--- config.mk ---
export PLATFORM = sky130hd
export DESIGN_NAME = task_ready_priority_queue
export DESIGN_NICKNAME = d
export VERILOG_FILES = /design/src/tprq_pkg.sv /design/src/tprq_ctrl.sv /design/src/tprq_dp.sv /design/src/task_ready_priority_queue.sv
export VERILOG_INCLUDE_DIRS = /design/src /design/src/src
export SDC_FILE = /design/constraint.sdc
export NUM_CORES = 1
export LEC_CHECK = 0
export BUFFER_PORTS_ARGS = -buffer_cell sky130_fd_sc_hd__buf_2
export CAP_MARGIN = 20
export CORE_MARGIN = 2
export CORE_UTILIZATION = 25
export DETAILED_ROUTE_END_ITERATION = 7
export PLACE_DENSITY = 0.36
export SLEW_MARGIN = 25
export SYNTH_ARGS = -nofsm -noshare
export SYNTH_HDL_FRONTEND = slang
export SYNTH_SLANG_ARGS = --single-unit
export TNS_END_PERCENT = 20
--- constraint.sdc ---
create_clock -name clk -period 4.8 [get_ports clk]
set_input_delay 0.96 -clock clk [delete_from_list [all_inputs] [get_ports clk]]
set_output_delay 0.96 -clock clk [all_outputs]
set_load 0.03 [all_outputs]
--- src/task_ready_priority_queue_assert.svh ---
// Assertion macros used by the ready-queue datapath, tprq_dp.
// Expects clk and rst_n to be visible in the module that expands them.
`ifndef TASK_READY_PRIORITY_QUEUE_ASSERT_SVH
`define TASK_READY_PRIORITY_QUEUE_ASSERT_SVH

// Check a condition at every clock edge outside reset.
`define TPRQ_ASSERT(lbl, prop, msg) \
  lbl: assert property (@(posedge clk) disable iff (!rst_n) prop) \
    else $error(msg);

// Check that a trigger is followed by a condition in the next cycle.
`define TPRQ_ASSERT_NEXT(lbl, pre, post, msg) \
  lbl: assert property (@(posedge clk) disable iff (!rst_n) (pre) |=> (post)) \
    else $error(msg);

`endif

--- src/tprq_pkg.sv ---
// Shared types and codes for the task ready priority queue.
// No dependencies; used by tprq_ctrl, tprq_dp and the top level.
package tprq_pkg;

  localparam int KIND_W = 2;
  localparam int ID_W   = 8;
  localparam int PRI_W  = 3;
  localparam int ST_W   = 2;

  // Operation codes
  localparam logic [KIND_W-1:0] KIND_PUSH = 2'd0;
  localparam logic [KIND_W-1:0] KIND_POP  = 2'd1;
  localparam logic [KIND_W-1:0] KIND_FIND = 2'd2;

  // Result status codes
  localparam logic [ST_W-1:0] ST_OK               = 2'd0;
  localparam logic [ST_W-1:0] ST_EMPTY_OR_MISSING = 2'd1;
  localparam logic [ST_W-1:0] ST_FULL             = 2'd2;

  // Controller to datapath commands
  typedef struct packed {
    logic load;      // capture the incoming transaction
    logic exec;      // perform push/pop, write the result register
    logic rot_step;  // rotate the row by one entry during a find
  } tprq_cmd_t;

  // Datapath to controller status
  typedef struct packed {
    logic in_find;     // incoming transaction is a find
    logic count_zero;  // queue holds no entries
    logic rot_last;    // this rotation step is the final one
  } tprq_sts_t;

endpackage

--- src/tprq_ctrl.sv ---
// Sequencing state machine for the task ready priority queue.
// Depends on tprq_pkg for command and status structs.
module tprq_ctrl (
  input  logic                clk,
  input  logic                rst_n,
  input  logic                in_valid,
  output logic                in_stall,
  output logic                out_valid,
  input  logic                out_stall,
  input  tprq_pkg::tprq_sts_t sts,
  output tprq_pkg::tprq_cmd_t cmd
);

  typedef enum logic [1:0] {
    S_IDLE,
    S_FIND,
    S_OP
  } state_t;

  state_t state_r;
  logic   out_valid_r;
  logic   out_free;

  assign out_free  = !out_valid_r || !out_stall;
  assign in_stall  = (state_r != S_IDLE);
  assign out_valid = out_valid_r;

  assign cmd.load     = in_valid && (state_r == S_IDLE);
  assign cmd.exec     = (state_r == S_OP) && out_free;
  assign cmd.rot_step = (state_r == S_FIND);

  always_ff @(posedge clk) begin
    if (!rst_n) begin
      state_r     <= S_IDLE;
      out_valid_r <= 1'b0;
    end else begin
      if (cmd.exec) begin
        out_valid_r <= 1'b1;
      end else if (!out_stall) begin
        out_valid_r <= 1'b0;
      end
      unique case (state_r)
        S_IDLE: begin
          if (in_valid) begin
            state_r <= (sts.in_find && !sts.count_zero) ? S_FIND : S_OP;
          end
        end
        S_FIND: begin
          if (sts.rot_last) begin
            state_r <= S_OP;
          end
        end
        S_OP: begin
          if (out_free) begin
            state_r <= S_IDLE;
          end
        end
        default: begin
          state_r <= S_IDLE;
        end
      endcase
    end
  end

endmodule

--- src/tprq_dp.sv ---
// Sorted entry row, request and result registers of the ready queue.
// Depends on tprq_pkg and task_ready_priority_queue_assert.svh.
`include "task_ready_priority_queue_assert.svh"

module tprq_dp #(
  parameter int QUEUE_DEPTH = 16
) (
  input  logic                          clk,
  input  logic                          rst_n,
  input  logic [tprq_pkg::KIND_W-1:0]   in_kind,
  input  logic [tprq_pkg::ID_W-1:0]     in_task_id,
  input  logic [tprq_pkg::PRI_W-1:0]    in_priority_req,
  input  tprq_pkg::tprq_cmd_t           cmd,
  output tprq_pkg::tprq_sts_t           sts,
  output logic [tprq_pkg::ST_W-1:0]     out_status,
  output logic [tprq_pkg::ID_W-1:0]     out_task_id,
  output logic [tprq_pkg::PRI_W-1:0]    out_priority,
  output logic                          out_now_empty
);

  localparam int CW = $clog2(QUEUE_DEPTH + 1);

  logic [tprq_pkg::KIND_W-1:0] kind_r;
  logic [tprq_pkg::ID_W-1:0]   req_id_r;
  logic [tprq_pkg::PRI_W-1:0]  req_pri_r;
  logic [CW-1:0]               count_r;
  logic [CW-1:0]               count_nxt;
  logic [CW-1:0]               count_m1;
  logic [CW-1:0]               rot_cnt_r;
  logic                        hit_r;
  logic [tprq_pkg::PRI_W-1:0]  hit_pri_r;

  logic [tprq_pkg::ID_W-1:0]   id_r   [QUEUE_DEPTH];
  logic [tprq_pkg::PRI_W-1:0]  pri_r  [QUEUE_DEPTH];
  logic [tprq_pkg::ID_W-1:0]   id_nxt [QUEUE_DEPTH];
  logic [tprq_pkg::PRI_W-1:0]  pri_nxt[QUEUE_DEPTH];
  logic [tprq_pkg::ID_W-1:0]   id_up  [QUEUE_DEPTH];
  logic [tprq_pkg::PRI_W-1:0]  pri_up [QUEUE_DEPTH];
  logic [tprq_pkg::ID_W-1:0]   id_dn  [QUEUE_DEPTH];
  logic [tprq_pkg::PRI_W-1:0]  pri_dn [QUEUE_DEPTH];
  logic [QUEUE_DEPTH-1:0]      le;
  logic [QUEUE_DEPTH-1:0]      le_prev;

  logic                        full;
  logic                        empty;
  logic                        do_push;
  logic                        do_pop;
  logic                        push_full;

  logic [tprq_pkg::ST_W-1:0]   res_st;
  logic [tprq_pkg::ID_W-1:0]   res_id;
  logic [tprq_pkg::PRI_W-1:0]  res_pri;

  assign full     = (count_r == CW'(QUEUE_DEPTH));
  assign empty    = (count_r == '0);
  assign count_m1 = count_r - CW'(1);

  assign do_push   = cmd.exec && (kind_r == tprq_pkg::KIND_PUSH) && !full;
  assign push_full = cmd.exec && (kind_r == tprq_pkg::KIND_PUSH) && full;
  assign do_pop    = cmd.exec && (kind_r == tprq_pkg::KIND_POP) && !empty;

  assign sts.in_find    = (in_kind == tprq_pkg::KIND_FIND);
  assign sts.count_zero = empty;
  assign sts.rot_last   = (rot_cnt_r == count_m1);

  // Neighbor taps and per-cell "stays ahead of the new entry" flags
  for (genvar g = 0; g < QUEUE_DEPTH; g++) begin : g_cell
    assign le[g] = (CW'(g) < count_r) && (pri_r[g] <= req_pri_r);
    if (g == 0) begin : g_head
      assign id_dn[g]   = id_r[g];
      assign pri_dn[g]  = pri_r[g];
      assign le_prev[g] = 1'b1;
    end else begin : g_body
      assign id_dn[g]   = id_r[g-1];
      assign pri_dn[g]  = pri_r[g-1];
      assign le_prev[g] = le[g-1];
    end
    if (g == QUEUE_DEPTH - 1) begin : g_tail
      assign id_up[g]  = id_r[g];
      assign pri_up[g] = pri_r[g];
    end else begin : g_mid
      assign id_up[g]  = id_r[g+1];
      assign pri_up[g] = pri_r[g+1];
    end
  end

  // Each cell picks: hold, take the new entry, shift down, shift up or wrap
  always_comb begin
    for (int i = 0; i < QUEUE_DEPTH; i++) begin
      id_nxt[i]  = id_r[i];
      pri_nxt[i] = pri_r[i];
      if (do_push) begin
        if (!le[i]) begin
          if (le_prev[i]) begin
            id_nxt[i]  = req_id_r;
            pri_nxt[i] = req_pri_r;
          end else begin
            id_nxt[i]  = id_dn[i];
            pri_nxt[i] = pri_dn[i];
          end
        end
      end else if (do_pop) begin
        id_nxt[i]  = id_up[i];
        pri_nxt[i] = pri_up[i];
      end else if (cmd.rot_step) begin
        if (CW'(i) == count_m1) begin
          id_nxt[i]  = id_r[0];
          pri_nxt[i] = pri_r[0];
        end else begin
          id_nxt[i]  = id_up[i];
          pri_nxt[i] = pri_up[i];
        end
      end
    end
  end

  always_comb begin
    count_nxt = count_r;
    if (do_push) begin
      count_nxt = count_r + CW'(1);
    end else if (do_pop) begin
      count_nxt = count_m1;
    end
  end

  always_comb begin
    res_st  = tprq_pkg::ST_OK;
    res_id  = '0;
    res_pri = '0;
    unique case (kind_r)
      tprq_pkg::KIND_PUSH: begin
        if (full) begin
          res_st = tprq_pkg::ST_FULL;
        end
      end
      tprq_pkg::KIND_POP: begin
        if (empty) begin
          res_st = tprq_pkg::ST_EMPTY_OR_MISSING;
        end else begin
          res_id  = id_r[0];
          res_pri = pri_r[0];
        end
      end
      tprq_pkg::KIND_FIND: begin
        if (hit_r) begin
          res_id  = req_id_r;
          res_pri = hit_pri_r;
        end else begin
          res_st = tprq_pkg::ST_EMPTY_OR_MISSING;
        end
      end
      default: begin
        res_st = tprq_pkg::ST_OK;
      end
    endcase
  end

  always_ff @(posedge clk) begin
    for (int i = 0; i < QUEUE_DEPTH; i++) begin
      id_r[i]  <= id_nxt[i];
      pri_r[i] <= pri_nxt[i];
    end
  end

  // Entry count update and find bookkeeping
  always_ff @(posedge clk) begin
    if (!rst_n) begin
      count_r   <= '0;
      rot_cnt_r <= '0;
      hit_r     <= 1'b0;
    end else begin
      count_r <= count_nxt;
      if (cmd.load) begin
        rot_cnt_r <= '0;
        hit_r     <= 1'b0;
      end else if (cmd.rot_step) begin
        rot_cnt_r <= rot_cnt_r + CW'(1);
        if (!hit_r && (id_r[0] == req_id_r)) begin
          hit_r <= 1'b1;
        end
      end
    end
  end

  always_ff @(posedge clk) begin
    if (cmd.load) begin
      kind_r    <= in_kind;
      req_id_r  <= in_task_id;
      req_pri_r <= in_priority_req;
    end
    if (cmd.rot_step && !hit_r && (id_r[0] == req_id_r)) begin
      hit_pri_r <= pri_r[0];
    end
    if (cmd.exec) begin
      out_status    <= res_st;
      out_task_id   <= res_id;
      out_priority  <= res_pri;
      out_now_empty <= (count_nxt == '0);
    end
  end

  `TPRQ_ASSERT(a_count_bound, count_r <= CW'(QUEUE_DEPTH), "entry count above depth")
  `TPRQ_ASSERT_NEXT(a_full_push_drop, push_full, $stable(count_r), "full push changed count")
  `TPRQ_ASSERT_NEXT(a_rot_keeps_count, cmd.rot_step, $stable(count_r), "find changed count")
  `TPRQ_ASSERT_NEXT(a_pop_count, do_pop, count_r == $past(count_r) - CW'(1), "pop miscounted")

endmodule

--- src/task_ready_priority_queue.sv ---
// Task ready priority queue: sorted by priority (smaller first), FIFO among equals.
// Push, pop and no-op requests pass from acceptance through the execute state to the
// result registers; a find first runs the one-entry-per-cycle rotation of the sorted
// row past the head compare, once for each of the N entries. A stalled result delays both.
// A new transaction is taken only after the previous one has written its result.
// Synchronous active-low reset empties the queue and clears the result valid;
// entry storage is not cleared.
module task_ready_priority_queue #(
  parameter int QUEUE_DEPTH = 16
) (
  input  logic                        clk,
  input  logic                        rst_n,
  // input channel
  input  logic                        in_valid,
  output logic                        in_stall,
  input  logic [tprq_pkg::KIND_W-1:0] in_kind,
  input  logic [tprq_pkg::ID_W-1:0]   in_task_id,
  input  logic [tprq_pkg::PRI_W-1:0]  in_priority_req,
  // result channel
  output logic                        out_valid,
  input  logic                        out_stall,
  output logic [tprq_pkg::ST_W-1:0]   out_status,
  output logic [tprq_pkg::ID_W-1:0]   out_task_id,
  output logic [tprq_pkg::PRI_W-1:0]  out_priority,
  output logic                        out_now_empty
);

  // Commands flow controller -> datapath, status flows back.
  tprq_pkg::tprq_cmd_t cmd;
  tprq_pkg::tprq_sts_t sts;

  // The controller accepts a transaction only when idle, runs the find
  // rotation, and holds the execute step until the result register is free,
  // so a new transaction is taken while the previous result still waits.
  tprq_ctrl u_ctrl (
    .clk       (clk),
    .rst_n     (rst_n),
    .in_valid  (in_valid),
    .in_stall  (in_stall),
    .out_valid (out_valid),
    .out_stall (out_stall),
    .sts       (sts),
    .cmd       (cmd)
  );

  // The datapath holds the sorted row of cells; a push inserts the new entry
  // by local compare-and-shift, a pop shifts toward the head, and a find
  // rotates the row once around while comparing ids at the head.
  tprq_dp #(
    .QUEUE_DEPTH (QUEUE_DEPTH)
  ) u_dp (
    .clk             (clk),
    .rst_n           (rst_n),
    .in_kind         (in_kind),
    .in_task_id      (in_task_id),
    .in_priority_req (in_priority_req),
    .cmd             (cmd),
    .sts             (sts),
    .out_status      (out_status),
    .out_task_id     (out_task_id),
    .out_priority    (out_priority),
    .out_now_empty   (out_now_empty)
  );

endmodule
==> flow_summary.toml, run 1 <==
[sta]
setup_violations = 0
finalClockSkew_ns = 0.01373
timing.max_slew.rel_slack = 0.2885
period_share = 0.7909
final_max_slew_viol_count = 0
timing_worst_slew_pin_value_ns = 1.067
maxClockFrequency_mhz = 263.4
post-route-worst-setup-slack_ns = 1.004
setup_tns_ns = 0
final_hold_viol_count = 0
rsz0062_at_grt = "false"
post-route-min-period_ns = 3.796

[worst_setup_path]
critical_path.slowest_cell = "sky130_fd_sc_hd__buf_4"
critPathMostFrequentCell = "sky130_fd_sc_hd__buf_4"
worst_setup_path_start_kind = "register"
critical-path-top-delay-family = "buffers and inverters"
critical_path.n_buffers_inverters = 3
worst_path_largest_cell_delay_ns = 0.64
timing.setup.critical_path_class = "reg -> reg"
worst-endpoint-arrival_ns = 4.03
endpoint_kind = "register"
crit_path_max_fanout = 56
critical_path_required_ns = 5.03
crit_path_cell_trace = "inv_1, ha_1, nand4bb_1, and2_1, nand2_4, buf_4, buf_4, o21ai_0"

[clock_tree]
htree_levels = 1
cts-root-to-sink-buffers = 3
cts_root_buf = "sky130_fd_sc_hd__clkbuf_16"
cts.clk_slew.worst_paths_ns = 0.06
hold_buffers = 0
post_cts_resized = 0
numCtsBuffers = 29
clkSinkCount = 220
worst_skew_pair.late_latency_ns = 0.58
tritoncts = "built"
post_cts.repair.setup_buffers = 0

[detailed_routing]
count_of_vias_placed_by_the_detailed_router = 13040
detailedRoute.firstIterationViolations = 1399
antenna_left = 0
drc = 0
drt-pass1-iter-count = 7
avgRoutedWirePerCell_um = 28.52
routed_via_density = 5.821
drt-total-wl_um = 63890

[global_routing]
maximum_number_of_pins_on_one_net_before_global_route_repair = 71
grt_overflow = 0
antenna_found_initial = 3
first_global_vias = 12840
gr-usage-all-layers = 0.2089
grt_pass1_wl_um = 92270

[yosys]
synthMuxAreaShare = 0.03204
synth_enable_flop_cells = 206
synth-main-ff-cell = "sky130_fd_sc_hd__edfxtp_1"
synth_fp_nets = 1573
mappedNetlistArea_um2 = 14410
synth_seq_cells = 220
ys_types = 59
main_combinational_cell_family_by_area_after_synthesis = "compound AO/OA/AOI/OAI gates"
postSynthAreaPerCell_um2 = 9.625
netlist_instances = 1497
compound_gate_fraction_of_synth_area = 0.3133
yosys_warnings = 0
yosys.area_share.xor_xnor = 0.01554
synth-simple-area-share = 0.07876
async_reset_ff_frac = 0
synth-adder-area-share = 0.05123
synth.yosys.seq_area_share = 0.4488

[power]
p_per_area_nw_per_um2 = 320.7
p_leak_uw = 0.006020
vdd_ir_drop_max_uv = 235.8

[placed_design]
post-place-cells = 2186
post-place-ws_ns = 1.101
place.detailed.hpwl_um = 43280
routability_driven_placement_congestion_ratio = 0.8234
port_buffers = 32

[layout]
layout-drive-gt1-share = 0.1112
layout.cells.non_filler = 2240
filler_cells = 5936
diodes = 0
register_area_um2 = 6466
areaGrowthSynthToFinish_pct = 13.93
multiInputGateArea_um2 = 7142
final_common_cell = "sky130_fd_sc_hd__edfxtp_1"
leading_cell_types_in_the_layout_fill_and_taps_excluded = "sky130_fd_sc_hd__edfxtp_1, sky130_fd_sc_hd__a21oi_1, sky130_fd_sc_hd__o21ai_0"
design.final.nets = 1538

[die]
start_util = 0.2541
num_io_pins = 33
row_count = 87
chipHeight_um = 244.1
chipWidth_um = 244.1
fp.dieArea_um2 = 59570
core_um2 = 56710

[min_path]
worstHoldPathType = "reg -> reg"

[status]
status = "finished clean"

[job]
drv_cap = 0
power breakdown:
part           internal [uW]  switching [uW]
registers               2170            57.3
logic                    219             535
clock network           1360             921
cell usage after synthesis, types with 3 or more instances:
cell / number / share of area
sky130_fd_sc_hd__o21ai_0: 171 / 0.059
sky130_fd_sc_hd__a32oi_1: 12 / 0.0073
sky130_fd_sc_hd__and4_1: 3 / 0.0018
sky130_fd_sc_hd__and3_1: 6 / 0.0026
sky130_fd_sc_hd__a22oi_1: 55 / 0.029
sky130_fd_sc_hd__nor3_1: 4 / 0.0014
sky130_fd_sc_hd__edfxtp_1: 206 / 0.43
sky130_fd_sc_hd__o22ai_1: 16 / 0.0069
sky130_fd_sc_hd__inv_1: 49 / 0.013
sky130_fd_sc_hd__a221oi_1: 110 / 0.067
sky130_fd_sc_hd__a21boi_0: 3 / 0.0016
sky130_fd_sc_hd__dfxtp_1: 14 / 0.019
sky130_fd_sc_hd__xor2_1: 6 / 0.0036
sky130_fd_sc_hd__a21o_1: 3 / 0.0016
sky130_fd_sc_hd__a21oi_1: 179 / 0.062
sky130_fd_sc_hd__buf_2: 35 / 0.012
sky130_fd_sc_hd__nor2b_1: 42 / 0.018
sky130_fd_sc_hd__a211oi_1: 4 / 0.0021
sky130_fd_sc_hd__nor2_1: 34 / 0.0089
sky130_fd_sc_hd__nand2_1: 70 / 0.018
sky130_fd_sc_hd__a32o_1: 13 / 0.0090
sky130_fd_sc_hd__and2_1: 18 / 0.0078
sky130_fd_sc_hd__mux2i_1: 45 / 0.031
sky130_fd_sc_hd__nand3_1: 10 / 0.0035
sky130_fd_sc_hd__buf_1: 10 / 0.0026
sky130_fd_sc_hd__o2111ai_1: 7 / 0.0043
sky130_fd_sc_hd__ha_1: 59 / 0.051
sky130_fd_sc_hd__xnor2_1: 17 / 0.010
sky130_fd_sc_hd__a31oi_1: 123 / 0.053
sky130_fd_sc_hd__nand2b_1: 4 / 0.0017
sky130_fd_sc_hd__o21a_1: 3 / 0.0016
sky130_fd_sc_hd__clkbuf_1: 120 / 0.031
sky130_fd_sc_hd__nand4_1: 13 / 0.0056
routing by layer:
layer  GRT usage  wire (um)
met1      0.3067      29780
met3     0.02831       4247
met4     0.05326       1656
met5           0          0
met2      0.3209      28200
worst reg2reg max path, cell delays in order (launching register included):
cell	delay (ns)
sky130_fd_sc_hd__dfxtp_1	0.31
sky130_fd_sc_hd__inv_1	0.19
sky130_fd_sc_hd__ha_1	0.48
sky130_fd_sc_hd__nand4bb_1	0.42
sky130_fd_sc_hd__and2_1	0.38
sky130_fd_sc_hd__nand2_4	0.10
sky130_fd_sc_hd__buf_4	0.52
sky130_fd_sc_hd__buf_4	0.68
sky130_fd_sc_hd__o21ai_0	0.36
path summary, 6_finish.rpt:
path,startpoint,end,slack (ns),cells past startpoint
worst min-delay path,u_dp.hit_r$_SDFFE_PP0P_,u_dp.hit_r$_SDFFE_PP0P_,0.52,2
worst max-delay path,u_dp.count_r[0]$_SDFF_PN0_,u_dp.pri_r[0][2]$_DFFE_PP_,1.00,8
worst min register to register,u_dp.hit_r$_SDFFE_PP0P_,u_dp.hit_r$_SDFFE_PP0P_,0.52,2
worst max register to register,u_dp.count_r[0]$_SDFF_PN0_,u_dp.pri_r[0][2]$_DFFE_PP_,1.00,8
state kept, by name (all words and copies together), names as in the netlist:
| register | count |
|---|---|
| u_dp.hit_pri_r | 3 |
| u_dp.hit_r | 1 |
| u_dp.pri_r | 48 |
| u_dp.out_now_empty | 1 |
| u_dp.kind_r | 2 |
| u_dp.count_r | 5 |
| u_dp.req_id_r | 8 |
| u_ctrl.out_valid | 1 |
| u_dp.out_priority | 3 |
| u_dp.req_pri_r | 3 |
| u_dp.id_r | 128 |
| u_dp.out_task_id | 8 |
| u_dp.rot_cnt_r | 5 |
| u_dp.out_status | 2 |
| u_ctrl.state_r | 2 |
area by class of cell:
cell class	instances	area share
Multi-Input combinational cell	1061	0.4351
Tap cell	756	0.05762
Clock inverter	18	0.01151
Inverter	49	0.01120
Sequential cell	220	0.3939
Clock buffer	35	0.04741
Timing Repair Buffer	101	0.04329
kinds of logic after synthesis:
family,after synthesis
AOI/OAI and AO/OA,713
xor gates and xnor gates,24
adders and majority gates,59
buffers and inverters,216
DFF,220
muxes,46
and+or+nand+nor,219
through the flow:
step	total power (uW)	util	hold WS, ns	cell area, um^2
2_1_floorplan	2707	-	0.4685	14410
3_3_place_gp	3007	0.2714	0.5146	15390
3_5_place_dp	3011	0.2719	0.5104	15420
4_1_cts	5291	0.2890	0.5229	16390
5_1_grt	5430	0.2895	0.5574	16420
6_report	5264	0.2895	0.5231	16420
Power figures use the tool's default switching activity.
==> inputs of run 2 (changes only) <==
==> constraint.sdc (replaced) <==
create_clock -name clk -period 3.97 [get_ports clk]
set_input_delay 0.794 -clock clk [delete_from_list [all_inputs] [get_ports clk]]
set_output_delay 0.794 -clock clk [all_outputs]
set_load 0.03 [all_outputs]
==> flow_summary.toml, run 2 (synthesis gave the netlist of run 1 again) <==
[detailed_routing]
drt-total-wl_um = 63090
drt-pass1-iter-count = 6
avgRoutedWirePerCell_um = 28.14
detailedRoute.firstIterationViolations = 1520
count_of_vias_placed_by_the_detailed_router = 13120
wl_met1_um = 29580
met2_length_um = 27960
routed_via_density = 5.854
drc = 0
antenna_left = 0
highest_layer = "met4"
routed-wl-met3_um = 4133

[global_routing]
maximum_number_of_pins_on_one_net_before_global_route_repair = 67
antenna_found_initial = 0
grt_pass1_wl_um = 91730
grt_overflow = 0
gr-usage-all-layers = 0.2067
first_global_vias = 12630

[die]
core_um2 = 56710
num_io_pins = 33
fp.dieArea_um2 = 59570
row_count = 87
chipWidth_um = 244.1
start_util = 0.2541
chipHeight_um = 244.1

[worst_setup_path]
endpoint_kind = "register"
critical_path_required_ns = 4.17
crit-reg2reg-launch = "u_dp.req_pri_r[2]$_DFFE_PP_"
crit_path_max_fanout = 18
worst_path_largest_cell_delay_ns = 0.82
critical_path.n_buffers_inverters = 3
worst-endpoint-arrival_ns = 3.53
worst_setup_path_endpoint = "u_dp.id_r[1][8]$_DFFE_PP_"
startpoint = "u_dp.req_pri_r[2]$_DFFE_PP_"
r2r_cells = 8
critical_path.slowest_cell = "sky130_fd_sc_hd__a32oi_1"
critical_path_depth = 8
crit-reg2reg-capture = "u_dp.id_r[1][8]$_DFFE_PP_"
critical-path-top-delay-family = "compound AO/OA/AOI/OAI gates"
timing.setup.critical_path_class = "reg -> reg"
crit_path_cell_trace = "buf_4, inv_1, buf_12, ha_1, o21ai_0, a32oi_1, o21ai_0, nand2_1"
critPathMostFrequentCell = "sky130_fd_sc_hd__o21ai_0"
worst_setup_path_start_kind = "register"
rrSetupSlack_ns = 0.64

[power]
comb_power_share = 0.152
p_leak_uw = 0.005956
power.share.switching = 0.2968
power.share.sequential = 0.450
design_internal_power_uw = 4219
pwr-share-clk = 0.399
p_per_area_nw_per_um2 = 367.9
vdd_ir_drop_max_uv = 285.8
power.switching_uw = 1781

[clock_tree]
clkSinkCount = 220
numCtsBuffers = 29
post_cts.repair.setup_buffers = 0
cts_root_buf = "sky130_fd_sc_hd__clkbuf_16"
htree_levels = 1
worst_skew_pair.late_latency_ns = 0.57
cts-root-to-sink-buffers = 3
tritoncts = "built"
cts.clk_slew.worst_paths_ns = 0.05
post_cts_resized = 0
hold_buffers = 0

[sta]
finalClockSkew_ns = 0.009990
rsz0062_at_grt = "false"
setup_violations = 0
setup_tns_ns = 0
post-route-min-period_ns = 3.325
timing_worst_slew_pin_value_ns = 1.108
timing.max_slew.rel_slack = 0.2564
period_share = 0.8376
maxClockFrequency_mhz = 300.7
final_hold_viol_count = 0
final_max_slew_viol_count = 0

[placed_design]
routability_driven_placement_congestion_ratio = 0.8145
port_buffers = 32
place.detailed.hpwl_um = 42660

[layout]
largest_registers = "u_dp.id_r x128, u_dp.pri_r x48"
filler_cells = 5875
register_area_um2 = 6466
diodes = 0
largest-register = "u_dp.id_r"
layout-drive-gt1-share = 0.1030
multiInputGateArea_um2 = 7118
largest_reg_flops = 128
leading_cell_types_in_the_layout_fill_and_taps_excluded = "sky130_fd_sc_hd__edfxtp_1, sky130_fd_sc_hd__a21oi_1, sky130_fd_sc_hd__o21ai_0"
design.final.nets = 1541
areaGrowthSynthToFinish_pct = 13.17
final_core_utilization = 0.2875
final_common_cell = "sky130_fd_sc_hd__edfxtp_1"

[min_path]
worstHoldPathType = "in -> reg"

[job]
drv_cap = 0

[status]
status = "finished clean"
==> run 2: per-stage QoR <==
stage	cells	cell area [um^2]	worst slack [ns]	power [uW]	hold slack, ns
2_1_floorplan	1497	14410	0.7202	3273	0.4685
3_3_place_gp	2189	15460	0.5913	3636	0.5162
3_5_place_dp	2190	15470	0.6693	3640	0.5203
4_1_cts	2242	16290	0.6698	6035	0.3763
5_1_grt	2242	16310	0.4328	6202	0.3858
6_report	2242	16310	0.6448	6000	0.4021
==> run 2: layout make-up <==
class	instances	share of cell area
Clock buffer	39	0.04680
Clock inverter	13	0.003299
Inverter	49	0.01128
Multi-Input combinational cell	1061	0.4365
Sequential cell	220	0.3965
Tap cell	756	0.05801
Timing Repair Buffer	104	0.04757
==> run 2: power groups by stage <==
stage | clock network, uW | registers, uW | logic, uW
floorplan | 0 | 2720 | 550
global placement | 0 | 2750 | 890
detailed placement | 0 | 2740 | 896
CTS | 2440 | 2700 | 898
global route | 2510 | 2700 | 985
finish | 2390 | 2700 | 910
==> run 2: worst register-to-register path: cells and delay by family (launching register included) <==
kind	cells	cell delay [ns]
flip-flops	1	0.32
AND/OR/NAND/NOR	1	0.47
AO/OA/AOI/OAI	3	1.15
adder cells (fa/ha/maj)	1	0.35
buffers and inverters	3	0.68
==> run 2: worst min-delay path by stage <==
stage,slack [ns],depth (start not counted),to,from
after detailed placement,0.52,2,u_dp.hit_r$_SDFFE_PP0P_,u_dp.hit_r$_SDFFE_PP0P_
after global routing,0.39,1,u_dp.req_id_r[6]$_DFFE_PP_,in_task_id[6]
after floorplan,0.47,2,u_dp.hit_r$_SDFFE_PP0P_,u_dp.hit_r$_SDFFE_PP0P_
after global placement,0.52,2,u_dp.hit_r$_SDFFE_PP0P_,u_dp.hit_r$_SDFFE_PP0P_
after CTS,0.38,1,u_dp.req_id_r[6]$_DFFE_PP_,in_task_id[6]
final,0.40,1,u_dp.req_id_r[5]$_DFFE_PP_,in_task_id[5]
==> run 2: metal layers <==
layer / vias up / GRT usage
li1: 5885 / -
met1: 6640 / 0.3023
met2: 526 / 0.3178
met3: 73 / 0.03029
met4: 0 / 0.05129
met5: - / 0
